===== src/rtl/ascii_integer_parser_top_defines.svh =====
// ----------------------------------------------------------------------------
// ascii_integer_parser_top_defines
// Assertion macros used by the parser RTL. Each use sits inside a module
// that has clk and rst_n.
// ----------------------------------------------------------------------------
`ifndef ASCII_INTEGER_PARSER_TOP_DEFINES_SVH
`define ASCII_INTEGER_PARSER_TOP_DEFINES_SVH

// same-cycle implication
`define AIP_ASSERT_NOW(label, ante, cons, msg) \
    label: assert property (@(posedge clk) disable iff (!rst_n) (ante) |-> (cons)) \
        else $error(msg);

// next-cycle implication
`define AIP_ASSERT_NEXT(label, ante, cons, msg) \
    label: assert property (@(posedge clk) disable iff (!rst_n) (ante) |=> (cons)) \
        else $error(msg);

`endif


===== src/rtl/aip_pkg.sv =====
// ----------------------------------------------------------------------------
// aip_pkg
// Types and constants for the streaming ASCII integer parser.
// ----------------------------------------------------------------------------
package aip_pkg;

    localparam int MAX_COUNT_DEFAULT = 255;

    localparam int VALUE_W = 32;
    localparam int COUNT_OUT_W = 8;
    localparam int BASE_W = 5;

    localparam logic [BASE_W-1:0] BASE_RESET = 5'd10;
    localparam logic [BASE_W-1:0] BASE_DEC = 5'd10;
    localparam logic [BASE_W-1:0] BASE_HEX = 5'd16;

    localparam logic [7:0] CH_SPACE = 8'd32;
    localparam logic [7:0] CH_TAB = 8'd9;
    localparam logic [7:0] CH_CR = 8'd13;
    localparam logic [7:0] CH_PLUS = 8'h2B;
    localparam logic [7:0] CH_MINUS = 8'h2D;
    localparam logic [7:0] CH_ZERO = 8'h30;
    localparam logic [7:0] CH_NINE = 8'h39;
    localparam logic [7:0] CH_LA = 8'h61;
    localparam logic [7:0] CH_LF = 8'h66;
    localparam logic [7:0] CH_UA = 8'h41;
    localparam logic [7:0] CH_UF = 8'h46;
    localparam logic [7:0] CH_LX = 8'h78;
    localparam logic [7:0] CH_UX = 8'h58;

    typedef enum logic [4:0] {
        PH_SPACE  = 5'b00001,
        PH_BASE   = 5'b00010,
        PH_ZERO   = 5'b00100,
        PH_DIGITS = 5'b01000,
        PH_DONE   = 5'b10000
    } phase_t;

    typedef struct packed {
        logic [7:0] char_code;
        logic       first_char;
    } char_item_t;

    typedef struct packed {
        logic signed [VALUE_W-1:0]  parsed_value;
        logic [COUNT_OUT_W-1:0]     consumed_count;
    } result_item_t;

endpackage


===== src/rtl/ascii_integer_parser_top.sv =====
// ----------------------------------------------------------------------------
// ascii_integer_parser_top
// Streaming signed integer parser, one string byte per item.
// ----------------------------------------------------------------------------
//  channel | signals                          | item
//  char    | char_valid, char_stall, char_item| one byte, start-of-string flag
//  result  | result_valid, result_stall,      | value and consumed byte count
//          | result_item                      |
//  cfg     | cfg_valid, cfg_ready, cfg_data   | number_base
//
//  One item per cycle unless result_stall holds a pending result. A byte is
//  held in the input register, parsed against the state combinationally, and a
//  result lands in the output register.
//  Reset clears the parse state and sets number_base to 10.
//  result_stall holds the output register and then the input register.
// ----------------------------------------------------------------------------
`include "ascii_integer_parser_top_defines.svh"

module ascii_integer_parser_top #(
    parameter int MAX_COUNT = aip_pkg::MAX_COUNT_DEFAULT
) (
    input  logic                        clk,
    input  logic                        rst_n,
    input  logic                        char_valid,
    output logic                        char_stall,
    input  aip_pkg::char_item_t         char_item,
    output logic                        result_valid,
    input  logic                        result_stall,
    output aip_pkg::result_item_t       result_item,
    input  logic                        cfg_valid,
    output logic                        cfg_ready,
    input  logic [aip_pkg::BASE_W-1:0]  cfg_data
);
    import aip_pkg::*;

    localparam int CW = $clog2(MAX_COUNT + 1);
    localparam int EW = (CW > COUNT_OUT_W) ? CW : COUNT_OUT_W;

    function automatic logic [CW-1:0] sat_inc(input logic [CW-1:0] v);
        return (v < CW'(MAX_COUNT)) ? CW'(v + CW'(1)) : v;
    endfunction

    logic                   char_valid_reg;
    char_item_t             char_item_reg;
    logic                   result_valid_reg;
    logic                   result_valid_next;
    result_item_t           result_item_reg;
    logic [BASE_W-1:0]      number_base_reg;

    phase_t                 phase_reg;
    phase_t                 phase_next;
    logic [VALUE_W-1:0]     acc_reg;
    logic [VALUE_W-1:0]     acc_next;
    logic                   neg_reg;
    logic                   neg_next;
    logic [BASE_W-1:0]      wbase_reg;
    logic [BASE_W-1:0]      wbase_next;
    logic [CW-1:0]          cnt_reg;
    logic [CW-1:0]          cnt_next;

    logic                   advance;
    logic                   emit;
    logic                   run_digit;
    logic [7:0]             c;
    phase_t                 ph_cur;
    logic [VALUE_W-1:0]     acc_cur;
    logic                   is_digit;
    logic [BASE_W-1:0]      dval;
    logic [VALUE_W-1:0]     value;
    logic [EW-1:0]          cnt_wide;

    assign advance    = char_valid_reg && (!result_valid_reg || !result_stall);
    assign char_stall = char_valid_reg && !advance;
    assign cfg_ready  = 1'b1;

    assign result_valid = result_valid_reg;
    assign result_item  = result_item_reg;

    assign c = char_item_reg.char_code;

    always_comb
    begin
        is_digit = 1'b0;
        dval     = '0;
        if (c >= CH_ZERO && c <= CH_NINE)
        begin
            is_digit = 1'b1;
            dval     = BASE_W'(c - CH_ZERO);
        end
        else if (c >= CH_LA && c <= CH_LF)
        begin
            is_digit = 1'b1;
            dval     = BASE_W'(c - CH_LA + 8'd10);
        end
        else if (c >= CH_UA && c <= CH_UF)
        begin
            is_digit = 1'b1;
            dval     = BASE_W'(c - CH_UA + 8'd10);
        end
    end

    always_comb
    begin
        ph_cur     = char_item_reg.first_char ? PH_SPACE : phase_reg;
        acc_cur    = char_item_reg.first_char ? '0 : acc_reg;
        neg_next   = char_item_reg.first_char ? 1'b0 : neg_reg;
        wbase_next = char_item_reg.first_char ? '0 : wbase_reg;
        cnt_next   = char_item_reg.first_char ? '0 : cnt_reg;
        phase_next = ph_cur;
        acc_next   = acc_cur;
        run_digit  = 1'b0;
        emit       = 1'b0;

        unique case (ph_cur)
            PH_SPACE, PH_BASE:
            begin
                if (ph_cur == PH_SPACE && (c == CH_SPACE || (c >= CH_TAB && c <= CH_CR)))
                begin
                    cnt_next = sat_inc(cnt_next);
                end
                else if (ph_cur == PH_SPACE && (c == CH_PLUS || c == CH_MINUS))
                begin
                    neg_next   = (c == CH_MINUS);
                    cnt_next   = sat_inc(cnt_next);
                    phase_next = PH_BASE;
                end
                else if (number_base_reg == '0 && c == CH_ZERO)
                begin
                    phase_next = PH_ZERO;
                end
                else
                begin
                    wbase_next = (number_base_reg == '0) ? BASE_DEC : number_base_reg;
                    phase_next = PH_DIGITS;
                    run_digit  = 1'b1;
                end
            end
            PH_ZERO:
            begin
                phase_next = PH_DIGITS;
                if (c == CH_LX || c == CH_UX)
                begin
                    wbase_next = BASE_HEX;
                    cnt_next   = sat_inc(sat_inc(cnt_next));
                end
                else
                begin
                    wbase_next = BASE_DEC;
                    cnt_next   = sat_inc(cnt_next);
                    run_digit  = 1'b1;
                end
            end
            PH_DIGITS:
            begin
                run_digit = 1'b1;
            end
            default:
            begin
                phase_next = ph_cur;
            end
        endcase

        // digit step on the working base chosen above
        if (run_digit)
        begin
            if (is_digit && dval < wbase_next)
            begin
                acc_next = VALUE_W'(acc_cur * VALUE_W'(wbase_next)) + VALUE_W'(dval);
                cnt_next = sat_inc(cnt_next);
            end
            else
            begin
                emit       = 1'b1;
                phase_next = PH_DONE;
            end
        end

        value    = neg_next ? VALUE_W'(0 - acc_cur) : acc_cur;
        cnt_wide = EW'(cnt_next);
    end

    always_comb
    begin
        result_valid_next = result_valid_reg;
        if (advance && emit)
        begin
            result_valid_next = 1'b1;
        end
        else if (!result_stall)
        begin
            result_valid_next = 1'b0;
        end
    end

    always_ff @(posedge clk or negedge rst_n)
    begin
        if (!rst_n)
        begin
            char_valid_reg   <= 1'b0;
            result_valid_reg <= 1'b0;
            number_base_reg  <= BASE_RESET;
            phase_reg        <= PH_SPACE;
            acc_reg          <= '0;
            neg_reg          <= 1'b0;
            wbase_reg        <= '0;
            cnt_reg          <= '0;
        end
        else
        begin
            result_valid_reg <= result_valid_next;
            if (!char_stall)
            begin
                char_valid_reg <= char_valid;
            end
            if (cfg_valid && cfg_ready)
            begin
                number_base_reg <= cfg_data;
            end
            if (advance)
            begin
                phase_reg <= phase_next;
                acc_reg   <= acc_next;
                neg_reg   <= neg_next;
                wbase_reg <= wbase_next;
                cnt_reg   <= cnt_next;
            end
        end
    end

    always_ff @(posedge clk)
    begin
        if (char_valid && !char_stall)
        begin
            char_item_reg <= char_item;
        end
        if (advance && emit)
        begin
            result_item_reg.parsed_value   <= signed'(value);
            result_item_reg.consumed_count <= cnt_wide[COUNT_OUT_W-1:0];
        end
    end

    `AIP_ASSERT_NEXT(a_emit_done, (advance && emit), (phase_reg == PH_DONE),
        "result produced but parser not finished")
    `AIP_ASSERT_NOW(a_cnt_sat, 1'b1, (cnt_reg <= CW'(MAX_COUNT)),
        "byte count above saturation limit")
    `AIP_ASSERT_NOW(a_acc_clear,
        (phase_reg == PH_SPACE || phase_reg == PH_BASE || phase_reg == PH_ZERO),
        (acc_reg == '0), "accumulator nonzero before digits")
    `AIP_ASSERT_NOW(a_sign_space, (phase_reg == PH_SPACE), (!neg_reg),
        "sign flag set during whitespace")

endmodule

===== config.mk =====
export PLATFORM = sky130hd
export DESIGN_NAME = ascii_integer_parser_top
export DESIGN_NICKNAME = d
export VERILOG_FILES = /design/src/rtl/aip_pkg.sv /design/src/rtl/ascii_integer_parser_top.sv
export VERILOG_INCLUDE_DIRS = /design/src /design/src/rtl
export SDC_FILE = /design/constraint.sdc
export NUM_CORES = 1
export LEC_CHECK = 0
export BUFFER_PORTS_ARGS = -buffer_cell sky130_fd_sc_hd__buf_2
export CELL_PAD_IN_SITES_DETAIL_PLACEMENT = 1
export CELL_PAD_IN_SITES_GLOBAL_PLACEMENT = 1
export CORE_AREA = 2 2 171 173
export DETAILED_ROUTE_END_ITERATION = 7
export DIE_AREA = 0 0 173 175
export PLACE_DENSITY = 0.69
export SKIP_CTS_REPAIR_TIMING = 1
export SLEW_MARGIN = 20
export SYNTH_ARGS = -nofsm -noshare
export SYNTH_HDL_FRONTEND = slang
export SYNTH_SLANG_ARGS = --single-unit

===== constraint.sdc =====
create_clock -name clk -period 9.15 [get_ports clk]
set_input_delay 1.83 -clock clk [delete_from_list [all_inputs] [get_ports clk]]
set_output_delay 1.83 -clock clk [all_outputs]
set_load 0.005 [all_outputs]

; ---- After elaboration in Yosys (flattened, before gate mapping)
; Cells that the tools add are included.
[totals]
rom_bits = 0
ramBits = 0
latch_bits = 0
memories = 0
ff_bits = 107
[op_classes]
order_cmp = 12
add_sub_neg = 10
shifts = 0
n_mul = 1
div = 0
bitwise = 0
n_mux = 47
eq_ne = 11
reduce_logical = 22
[ops]
columns = cell, count
row1 = 32-bit two-way mux, 4
row2 = 8-bit two-way mux, 9
row3 = 5-bit two-way mux, 13
row4 = 32-bit by 5-bit adder with 32-bit output, 1
row5 = "8-bit by 6-bit equality test with 1-bit output, second input constant", 4
row6 = 32-bit by 5-bit multiplier with 32-bit output, 1
row7 = "1-bit by 32-bit subtractor with 32-bit output, first input constant", 1
row8 = "8-bit by 1-bit adder with 8-bit output, second input constant", 3
row9 = "8-bit less-than comparator, second input constant", 3
row10 = 5-bit one-hot mux with 2 select lines, 2
row11 = "8-bit by 7-bit equality test with 1-bit output, second input constant", 2
row12 = "8-bit by 7-bit greater-or-equal comparator with 1-bit output, second input constant", 2
row13 = "8-bit by 7-bit <= comparator with 1-bit output, second input constant", 2
row14 = 8-bit one-hot mux with 2 select lines, 1
row15 = 1-bit two-way mux, 15
row16 = 1-bit logical AND, 12
row17 = "5-bit by 4-bit adder with 5-bit output, second input constant", 2
row18 = "5-bit by 1-bit subtractor with 5-bit output, second input constant", 2
row19 = "8-bit by 4-bit greater-or-equal comparator with 1-bit output, second input constant", 1
row20 = "8-bit by 6-bit greater-or-equal comparator with 1-bit output, second input constant", 1
row21 = "8-bit by 4-bit <= comparator with 1-bit output, second input constant", 1
row22 = "8-bit by 6-bit <= comparator with 1-bit output, second input constant", 1
row23 = 4-bit two-way mux, 2
row24 = "5-bit by 1-bit equality test with 1-bit output, second input constant", 1
row25 = other kinds (11), 17

; ---- Longest topological paths before layout
; Gate-level depths: netlist of the first run.
[logic_depth]
word_depth = 12
ltp_mapped = 28
ltp_nobuf = 27

; ---- Worst setup path before layout of the first run
; OpenSTA, ideal clock, no wires.
[synth_path]
path_kind = register to register
from = reg char_item_reg (netlist bit c[0])
to = reg acc_reg[31]
setup_time_ps = 121
required_time_ps = 9029
path_stages_with_launch = 27
path_slack_ps = 2180
arrival_ps = 6849
period_less_slack_ps = 6970
path_buffers = 2
cell_sequence = edfxtp_1 ha_1 mux2_2 a21oi_1 o21ba_4 o21ai_4 a311oi_1 clkbuf_1 buf_1 nor2_1 fa_1 fa_1 inv_1 fa_1 inv_1 ha_1 a2111oi_0 o21ai_1 a221oi_1 o21bai_1 a31o_1 a21oi_1 o21ai_1 a31oi_1 o21ai_0 xnor2_1 a22o_1
[synth_via]
elab_chain_len = 10
[synth_lines]
columns = item, line_no
row1 = from (decl), ascii_integer_parser_top.sv:44  ; char_item_t char_item_reg;
row2 = from (signal assigned), ascii_integer_parser_top.sv:234  ; char_item_reg <= char_item;
row3 = "8-bit by 4-bit greater-or-equal comparator with 1-bit output, or another cell as far along", ascii_integer_parser_top.sv:117  ; if (ph_cur == PH_SPACE && (c == CH_SPACE || (c >= CH_TAB && c <= CH_CR)))
row4 = "1-bit logical AND, or another cell as far along", ascii_integer_parser_top.sv:117
row5 = "1-bit logical OR, or another cell as far along", ascii_integer_parser_top.sv:117
row6 = 1-bit logical AND / 5-bit two-way mux (equally long branches), "ascii_integer_parser_top.sv:117, ascii_integer_parser_top.sv:121"
row7 = 5-bit two-way mux, ascii_integer_parser_top.sv:117
row8 = 5-bit one-hot mux with 2 select lines, ascii_integer_parser_top.sv:114  ; unique case (ph_cur)
row9 = 32-bit by 5-bit multiplier with 32-bit output / 5-bit less-than comparator (equally long branches), "ascii_integer_parser_top.sv:168, ascii_integer_parser_top.sv:166"
row10 = 32-bit by 5-bit adder with 32-bit output / 1-bit logical AND (equally long branches), "ascii_integer_parser_top.sv:168, ascii_integer_parser_top.sv:166"
row11 = 32-bit two-way mux, ascii_integer_parser_top.sv:166  ; if (is_digit && dval < wbase_next)
row12 = 32-bit two-way mux *, ascii_integer_parser_top.sv:164  ; if (run_digit)
row13 = to (signal assigned), ascii_integer_parser_top.sv:222  ; acc_reg <= acc_next;
row14 = to (decl), ascii_integer_parser_top.sv:52  ; logic [VALUE_W-1:0] acc_reg;
; Every way passes the cells marked *; elsewhere a longest branch is shown, timed or not.
; A chain may end at the register's enable or synchronous reset.

; ---- Worst setup path in the final report of the first run
; Ends and elaborated chain as after synthesis.

==> out/qor.csv, run 1 <==
stage,metric,value,unit
clocking,Worst-path clk slew,0.07,ns
clocking,Clock Latency Late Sink,0.38,ns
worst_setup_path,worst setup path start,c[0],
power,switch share,33.5,%
sta,Setup TNS,0,ns
sta,post-route minimum period,8.20,ns
global_routing,global-route wire length before repair,53400,um
power,PnR Total Power,1.41,mW
synthesis,ys async rst share,54.2,%
sta,Worst Clk Skew,0.0113,ns
power,Pwr per Cell Area,115,mW/mm^2
synthesis,synthesized area,0.0113,mm^2
worst_setup_path,worst endpoint required time,9.42,ns
clocking,CTS tree,built,
layout,# fillers,3400,
layout,fraction of layout cells with a size suffix above 1,11.5,%
min_path,hold endpoint,neg_reg,
floorplanning,core area,0.0284,mm^2
synthesis,Ys Warns,0,
layout,Largest register FFs,40,
layout,Sequential Area,0.00293,mm^2
floorplanning,DIE HEIGHT,175,um
worst_setup_path,reg2reg setup slack,0.95,ns
drt,initial drt markers,513,
drt,DRC Markers,0,
layout,Layout Cells excl Fill,1710,
worst_setup_path,crit path max fanout,12,
sta,relative slew slack,31.9,%
synthesis,syn avg cell area,8.74,um^2
floorplanning,initial core utilization,39.6,%
worst_setup_path,CP max-delay cell,nor4_2,
layout,Final #Nets,1500,
sta,Hold Fails Final Rpt,0,
global_routing,pin count of the biggest net entering global routing,59,
clocking,clk buf depth,2,
synthesis,"flops & latches, synth",107,
drt,via count,9389,
worst_setup_path,WP buf/inv,3,
worst_setup_path,reg2reg end,acc_reg[31],
worst_setup_path,Reg2Reg Depth,26,
drt,Routed WL,32400,um
floorplanning,row count,62,
placed_design,DP Wirelength,24500,um
power,Max IR drop VDD,0.0947,mV
synthesis,top_reg_cell synth,dfrtp_1,
placed_design,pre-CTS setup slack,1.13,ns
worst_setup_path,critical path startpoint category,flop,
floorplanning,die area,0.0303,mm^2
global_routing,Congestion Overflow GR,0,
global_routing,Tot GR Track Use,22.1,%
placed_design,routability cong.,0.848,
worst_setup_path,Worst Path Arrival,8.47,ns
floorplanning,Die W,173,um
power,static leakage,5.75,nW
layout,"commonest cells after routing, fill and taps aside","189 x nor2_1, 168 x inv_1, 108 x nand2_1",
synthesis,Mapped Cells,1288,
sta,Max Slew Vio Count,0,
synthesis,number of synthesized flops with an enable pin,49,
synthesis,Cell variety after synth,90,
layout,Layout Cell Area excl Fill,0.0123,mm^2
drt,first drt pass iteration count,5,
synthesis,Synthesized Nets,1467,
min_path,hold-critical path depth,2,
min_path,hold path start,neg_reg,
placed_design,Port Buffers,60,
layout,number of diodes,0,
layout,"Area growth, synth to finish",9.44,%
drt,Avg WL per Cell,18.9,um
layout,"commonest non-fill, non-tap cell in the layout",nor2_1,
power,Int Power,939,uW
power,Sequential Power Share,42.7,%
worst_setup_path,CP top delay family,compound AO/OA/AOI/OAI gates,
sta,RSZ-0062 raised after global routing,no,
clocking,clock root cell,clkbuf_16,
global_routing,vias in the first global route,10000,
global_routing,antenna violations before repair,0,
placed_design,dpl cell area,0.0120,mm^2
power,combinational power share,24.3,%
sta,final setup vio count,0,
sta,fmax,122,MHz
worst_setup_path,Setup crit end kind,flop,
min_path,Min-Delay Path Class,flop to flop,
outcome,status,"complete, no violations",
clocking,clock tree sinks,107,
layout,area of the multi-input gates,0.00749,mm^2
worst_setup_path,max incr delay on CP,0.85,ns
power,Net Sw Power,474,uW
power,clock network fraction of design power,33.0,%
placed_design,placed insts,1694,
sta,Final WS setup,0.947,ns
worst_setup_path,critical path class,flop to flop,
clocking,cts bufs inserted,9,
sta,worst slew pin tran,1.02,ns
drt,vias per cell,5.49,
drt,Antenna Violating Nets Remaining,0,
worst_setup_path,Reg-to-Reg Start,c[0],
clocking,H-tree levels,3,
floorplanning,Top-Level Pins,62,
sta,period utilization,89.6,%
run,Max-Cap Viols,0,
synthesis,"Seq/Total Area, Yosys",26.0,%
synth_stat cells, types with 26 or more instances:
master	n	area, um^2
o21ai_0	49	245
edfxtp_1	49	1470
a22o_1	29	254
fa_1	87	1740
nor2_1	190	713
a21oi_1	65	325
clkbuf_1	37	139
nand2_1	108	405
inv_1	168	631
xnor2_1	29	254
a21o_1	26	195
ha_1	73	913
dfrtp_1	55	1380
nor3_1	26	130
layer usage:
layer | vias up | wire length, um | track usage, %
met1 | 4796 | 14900 | 28.3
met3 | 38 | 805 | 3.05
li1 | 4435 | - | -
met4 | 0 | 656 | 6.36
met5 | - | 0 | 0
met2 | 120 | 16000 | 39.1
tightest hold or removal path, stage by stage, from the launching register on:
cell and delay (ns):
dfrtp_1 0.35, nand2_1 0.05, o21ai_0 0.06
cell families (layout without fill, tap and decap cells):
group / Yosys count / in the layout / share of synthesized area (%)
multiplexers: 27 / 27 / 2.82
AO/OA/AOI/OAI: 276 / 276 / 17.1
other: 1 / 1 / 0.0333
flip-flops: 107 / 107 / 26.0
buffers and inverters: 226 / 264 / 8.12
XOR/XNOR: 53 / 53 / 4.32
AND/OR/NAND/NOR: 438 / 438 / 18.0
adder cells (fa/ha/maj): 160 / 160 / 23.6
worst max-delay path by stage:
stage                       end  cells after the start  slack [ns]
floorplan           acc_reg[31]                     26        2.18
global placement    acc_reg[31]                     26        1.51
detailed placement  acc_reg[31]                     26        1.13
CTS                 acc_reg[31]                     26        1.03
global route        acc_reg[31]                     26        0.36
finish              acc_reg[31]                     26        0.95
power by group through the flow:
stage | clock (mW) | sequential (mW) | combinational, mW
6_report | 0.466 | 0.604 | 0.343
5_1_grt | 0.491 | 0.611 | 0.378
4_1_cts | 0.479 | 0.604 | 0.347
3_5_place_dp | 0 | 0.613 | 0.345
3_3_place_gp | 0 | 0.611 | 0.338
2_1_floorplan | 0 | 0.606 | 0.198
metrics by stage:
stage	hold WS [ns]	utilization [%]
2_1_floorplan	0.442	-
3_3_place_gp	0.463	42.2
3_5_place_dp	0.477	42.2
4_1_cts	0.494	43.4
5_1_grt	0.548	43.4
6_report	0.493	43.4
layout make-up:
class | count | share of cell area (%)
clock buffers | 9 | 1.83
repair buffers | 80 | 3.66
multi-input cells | 955 | 60.8
clock inverters | 7 | 0.935
flip-flops and latches | 107 | 23.8
inverters | 168 | 5.12
well taps | 384 | 3.90
Note: power is estimated with default switching activity, not from simulation.
==> run 2: changes to the inputs <==
--- a/config.mk
+++ b/config.mk
@@ -10,6 +10,7 @@
 export CELL_PAD_IN_SITES_DETAIL_PLACEMENT = 1
 export CELL_PAD_IN_SITES_GLOBAL_PLACEMENT = 1
 export CORE_AREA = 2 2 171 173
+export CTS_BUF_LIST = sky130_fd_sc_hd__clkbuf_4 sky130_fd_sc_hd__clkbuf_8
 export DETAILED_ROUTE_END_ITERATION = 7
 export DIE_AREA = 0 0 173 175
 export PLACE_DENSITY = 0.69
==> out/qor.csv, run 2 (same netlist as run 1, synthesis figures left out) <==
stage,metric,value,unit,change
floorplanning,DIE HEIGHT,175,um,unchanged
worst_setup_path,Worst Path Arrival,8.46,ns,was 8.47 ns
global_routing,pin count of the biggest net entering global routing,59,,unchanged
global_routing,Tot GR Track Use,22.0,%,was 22.1%
layout,fraction of layout cells with a size suffix above 1,11.5,%,unchanged
floorplanning,Die W,173,um,unchanged
outcome,status,"complete, no violations",,unchanged
clocking,CTS tree,built,,unchanged
sta,worst slew pin tran,1.01,ns,was 1.02 ns
drt,top sig layer,met4,,unchanged
layout,Layout Cells excl Fill,1710,,unchanged
sta,period utilization,88.8,%,was 89.6%
sta,RSZ-0062 raised after global routing,no,,unchanged
global_routing,antenna violations before repair,0,,unchanged
layout,Largest register FFs,40,,unchanged
sta,Worst Clk Skew,0.0177,ns,was 0.0113 ns
clocking,clock tree sinks,107,,unchanged
layout,# fillers,3420,,was 3400
clocking,clock root cell,clkbuf_8,,was clkbuf_16
global_routing,Congestion Overflow GR,0,,unchanged
sta,Max Slew Vio Count,0,,unchanged
drt,first drt pass iteration count,5,,unchanged
global_routing,vias in the first global route,9977,,was 10000
placed_design,dpl cell area,0.0120,mm^2,unchanged
clocking,cts bufs inserted,9,,unchanged
floorplanning,row count,62,,unchanged
worst_setup_path,worst endpoint required time,9.48,ns,was 9.42 ns
power,PnR Total Power,1.32,mW,was 1.41 mW
worst_setup_path,critical path startpoint category,flop,,unchanged
min_path,hold-critical path depth,2,,unchanged
layout,Final #Nets,1500,,unchanged
floorplanning,Top-Level Pins,62,,unchanged
sta,final setup vio count,0,,unchanged
drt,Antenna Violating Nets Remaining,0,,unchanged
drt,M1 WL,15100,um,was 14900 um
clocking,clk buf depth,2,,unchanged
clocking,Worst-path clk slew,0.11,ns,was 0.07 ns
layout,Layout Cell Area excl Fill,0.0122,mm^2,was 0.0123 mm^2
floorplanning,die area,0.0303,mm^2,unchanged
placed_design,routability cong.,0.848,,unchanged
layout,"Area growth, synth to finish",8.54,%,was 9.44%
sta,fmax,123,MHz,was 122 MHz
layout,number of diodes,0,,unchanged
worst_setup_path,crit path max fanout,12,,unchanged
sta,Hold Fails Final Rpt,0,,unchanged
worst_setup_path,max incr delay on CP,0.85,ns,about the same
drt,met2 wire len,15900,um,was 16000 um
sta,Hold Worst Slack,0.500,ns,was 0.493 ns
worst_setup_path,critical path class,flop to flop,,unchanged
placed_design,placed insts,1694,,unchanged
placed_design,DP Wirelength,24500,um,unchanged
drt,routed wl met3,551,um,was 805 um
drt,Routed WL,32100,um,was 32400 um
sta,post-route minimum period,8.13,ns,was 8.20 ns
layout,"commonest cells after routing, fill and taps aside","189 x nor2_1, 168 x inv_1, 108 x nand2_1",,unchanged
layout,"commonest non-fill, non-tap cell in the layout",nor2_1,,unchanged
drt,Avg WL per Cell,18.8,um,was 18.9 um
drt,vias per cell,5.48,,was 5.49
clocking,Clock Latency Late Sink,0.44,ns,was 0.38 ns
drt,via count,9363,,was 9389
min_path,Min-Delay Path Class,flop to flop,,unchanged
worst_setup_path,Setup crit end kind,flop,,unchanged
worst_setup_path,Reg2Reg Depth,26,,unchanged
run,Max-Cap Viols,0,,unchanged
sta,Setup TNS,0,ns,unchanged
global_routing,global-route wire length before repair,53100,um,was 53400 um
floorplanning,initial core utilization,39.6,%,unchanged
drt,initial drt markers,450,,was 513
worst_setup_path,CP max-delay cell,nor4_2,,unchanged
power,static leakage,5.70,nW,was 5.75 nW
placed_design,Port Buffers,60,,unchanged
sta,relative slew slack,32.3,%,was 31.9%
clocking,H-tree levels,3,,unchanged
drt,DRC Markers,0,,unchanged
power,Max IR drop VDD,0.0781,mV,was 0.0947 mV
power,Pwr per Cell Area,108,mW/mm^2,was 115 mW/mm^2
floorplanning,core area,0.0284,mm^2,unchanged
## run 2: cell counts in the layout (fill, tap and decap cells not counted)
Identical to the previous run, type by type.
## run 2: metal layers
metal,up-vias,global-route usage [%]
li1,4433,-
met5,-,0
met3,29,2.18
met1,4803,28.5
met2,98,38.9
met4,0,6.78
## run 2: report_power, final
group	leakage (nW)	internal, mW	switching [mW]
Combinational	4.34	0.107	0.236
Clock	0.117	0.181	0.190
Sequential	1.25	0.565	0.0389
Total	5.70	0.852	0.466
## run 2: final timing paths
path                       slack [ns]           to    start
max reg2reg                      1.02  acc_reg[31]     c[0]
max in group asynchronous        6.99   cnt_reg[1]    rst_n
min reg2reg                      0.50      neg_reg  neg_reg
min                              0.50      neg_reg  neg_reg
min in group asynchronous        1.60   acc_reg[3]    rst_n
max                              1.02  acc_reg[31]     c[0]
## run 2: layout make-up
type	instances	area [um^2]	share of cell area, %
timing repair buffer	80	450	3.69
multi-input combinational	955	7490	61.3
tap	384	480	3.93
clock buffer	9	124	1.01
inverter	168	631	5.16
sequential	107	2930	24.0
clock inverter	7	115	0.942
## run 2: per-stage QoR
step,util [%],setup WS (ns)
after global routing,43.0,0.441
final,43.0,1.02
after CTS,43.0,1.13
after detailed placement,42.2,1.13
after global placement,42.2,1.51
after floorplan,-,2.18
## run 2: critical path, delay by kind of cell (launching register included)
| kind | cells | cell delay, ns |
|---|---|---|
| compound gates | 12 | 3.13 |
| xor+xnor | 2 | 0.29 |
| fa+ha+maj | 5 | 2.22 |
| buf+inv | 3 | 0.22 |
| flops | 1 | 0.53 |
| simple gates | 4 | 1.62 |
==> run 3: changes to the inputs <==
--- a/config.mk
+++ b/config.mk
@@ -14,6 +14,7 @@
 export DETAILED_ROUTE_END_ITERATION = 7
 export DIE_AREA = 0 0 173 175
 export PLACE_DENSITY = 0.69
+export RECOVER_POWER = 50
 export SKIP_CTS_REPAIR_TIMING = 1
 export SLEW_MARGIN = 20
 export SYNTH_ARGS = -nofsm -noshare
==> out/qor.csv, run 3 (same netlist as run 1, synthesis figures left out) <==
stage,metric,value,unit,change
outcome,status,"finished, violations left",,"was complete, no violations"
outcome,violated checks,"max-capacitance violations, max-slew violations",,
sta,RSZ-0062 raised after global routing,no,,unchanged
worst_setup_path,worst endpoint required time,9.48,ns,about the same
global_routing,pin count of the biggest net entering global routing,59,,unchanged
worst_setup_path,max incr delay on CP,0.85,ns,about the same
sta,Setup TNS,0,ns,unchanged
worst_setup_path,crit path max fanout,12,,unchanged
global_routing,global-route wire length before repair,53100,um,unchanged
drt,vias per cell,5.48,,about the same
clocking,CTS tree,built,,unchanged
layout,fraction of layout cells with a size suffix above 1,9.88,%,was 11.5%
clocking,H-tree levels,3,,unchanged
floorplanning,Top-Level Pins,62,,unchanged
worst_setup_path,reg2reg end,acc_reg[31],,unchanged
sta,relative slew slack,-148,%,was 32.3%
layout,Final #Nets,1500,,unchanged
floorplanning,Die W,173,um,unchanged
clocking,clock root cell,clkbuf_8,,unchanged
placed_design,Port Buffers,60,,unchanged
sta,post-route minimum period,8.13,ns,about the same
global_routing,Tot GR Track Use,22.0,%,unchanged
worst_setup_path,Reg-to-Reg Start,c[0],,unchanged
clocking,clock tree sinks,107,,unchanged
clocking,clk buf depth,2,,unchanged
drt,via count,9371,,was 9363
global_routing,vias in the first global route,9977,,unchanged
sta,final setup vio count,0,,unchanged
drt,Antenna Violating Nets Remaining,0,,unchanged
global_routing,Congestion Overflow GR,0,,unchanged
drt,DRC Markers,0,,unchanged
placed_design,pre-CTS setup slack,1.13,ns,unchanged
layout,Largest register FFs,40,,unchanged
placed_design,DP Wirelength,24500,um,unchanged
worst_setup_path,critical path class,flop to flop,,unchanged
sta,worst slew pin tran,3.72,ns,was 1.01 ns
worst_setup_path,worst setup path endpoint,acc_reg[31],,unchanged
worst_setup_path,WP buf/inv,3,,unchanged
power,Pwr per Cell Area,108,mW/mm^2,about the same
placed_design,routability cong.,0.848,,unchanged
floorplanning,row count,62,,unchanged
layout,Layout Cells excl Fill,1710,,unchanged
layout,"commonest cells after routing, fill and taps aside","189 x nor2_1, 168 x inv_1, 108 x nand2_1",,unchanged
worst_setup_path,CP max-delay cell,nor4_2,,unchanged
worst_setup_path,critical path startpoint category,flop,,unchanged
placed_design,placed insts,1694,,unchanged
floorplanning,DIE HEIGHT,175,um,unchanged
power,PnR Total Power,1.31,mW,was 1.32 mW
clocking,cts bufs inserted,9,,unchanged
sta,fmax,123,MHz,about the same
sta,period utilization,88.9,%,was 88.8%
layout,number of diodes,0,,unchanged
sta,Hold Fails Final Rpt,0,,unchanged
run,Max-Cap Viols,1,,was 0
floorplanning,core area,0.0284,mm^2,unchanged
worst_setup_path,CP top delay family,compound AO/OA/AOI/OAI gates,,unchanged
drt,initial drt markers,445,,was 450
global_routing,antenna violations before repair,0,,unchanged
sta,Max Slew Vio Count,59,,was 0
worst_setup_path,Setup crit end kind,flop,,unchanged
layout,# fillers,3431,,was 3420
clocking,Clock Latency Late Sink,0.44,ns,about the same
layout,"commonest non-fill, non-tap cell in the layout",nor2_1,,unchanged
drt,Routed WL,32100,um,about the same
power,static leakage,5.64,nW,was 5.70 nW
sta,Worst Clk Skew,0.0173,ns,was 0.0177 ns
worst_setup_path,Reg2Reg Depth,26,,unchanged
power,Max IR drop VDD,0.0782,mV,was 0.0781 mV
sta,Final WS setup,1.02,ns,about the same
worst_setup_path,worst setup path start,c[0],,unchanged
layout,Post-Route Utilization,42.9,%,was 43.0%
drt,first drt pass iteration count,4,,was 5
min_path,Min-Delay Path Class,flop to flop,,unchanged
floorplanning,initial core utilization,39.6,%,unchanged
drt,Avg WL per Cell,18.8,um,about the same
floorplanning,die area,0.0303,mm^2,unchanged
worst_setup_path,reg2reg setup slack,1.02,ns,about the same
worst_setup_path,Worst Path Arrival,8.46,ns,about the same
worst_setup_path,WP depth,26,,unchanged
clocking,Worst-path clk slew,0.11,ns,about the same
layout,"Area growth, synth to finish",8.24,%,was 8.54%
## run 3: cell count changes in the layout (fill, tap and decap cells not counted), sizes merged
cell	change
buf	-21
clkbuf	+21
## run 3: routing by layer
| layer | vias to the layer above | part of all wire (%) | GRT usage [%] |
|---|---|---|---|
| li1 | 4434 | - | - |
| met1 | 4797 | 47 | 28.5 |
| met2 | 111 | 49 | 38.9 |
| met3 | 29 | 1.9 | 2.18 |
| met4 | 0 | 2.0 | 6.78 |
| met5 | - | 0 | 0 |
## run 3: metrics by stage
| stage | hold slack, ns | cell area [um^2] |
|---|---|---|
| global route | 0.558 | 12200 |
| CTS | 0.502 | 12200 |
| global placement | 0.463 | 12000 |
| finish | 0.501 | 12200 |
| floorplan | 0.442 | 11300 |
| detailed placement | 0.477 | 12000 |
## run 3: report_power, final
group | internal, mW | switching, mW
Clock | 0.181 | 0.190
Sequential | 0.565 | 0.0394
Combinational | 0.102 | 0.236
Total | 0.848 | 0.466
## run 3: layout make-up
type,instances,area (um^2),share of cell area [%]
clock buffer,9,124,1.02
clock inverter,7,115,0.945
inverter,168,631,5.18
multi-input combinational,955,7490,61.5
sequential,107,2930,24.0
tap,384,480,3.94
timing repair buffer,80,417,3.42
## run 3: how the worst min path moves through the flow
stage                       from           end  slack, ns  cells past startpoint
floorplan           wbase_reg[0]  wbase_reg[0]       0.44                      2
global placement    wbase_reg[2]  wbase_reg[2]       0.46                      2
detailed placement       neg_reg       neg_reg       0.48                      2
CTS                      neg_reg       neg_reg       0.50                      2
global route             neg_reg       neg_reg       0.56                      2
finish                   neg_reg       neg_reg       0.50                      2
## run 3: worst reg2reg max path: cells and delay by family, from the launching register on
| kind | cells | cell delay, ns |
|---|---|---|
| compound gates | 12 | 3.13 |
| fa+ha+maj | 5 | 2.22 |
| simple gates | 4 | 1.63 |
| flops | 1 | 0.53 |
| xor+xnor | 2 | 0.29 |
| buf+inv | 3 | 0.22 |
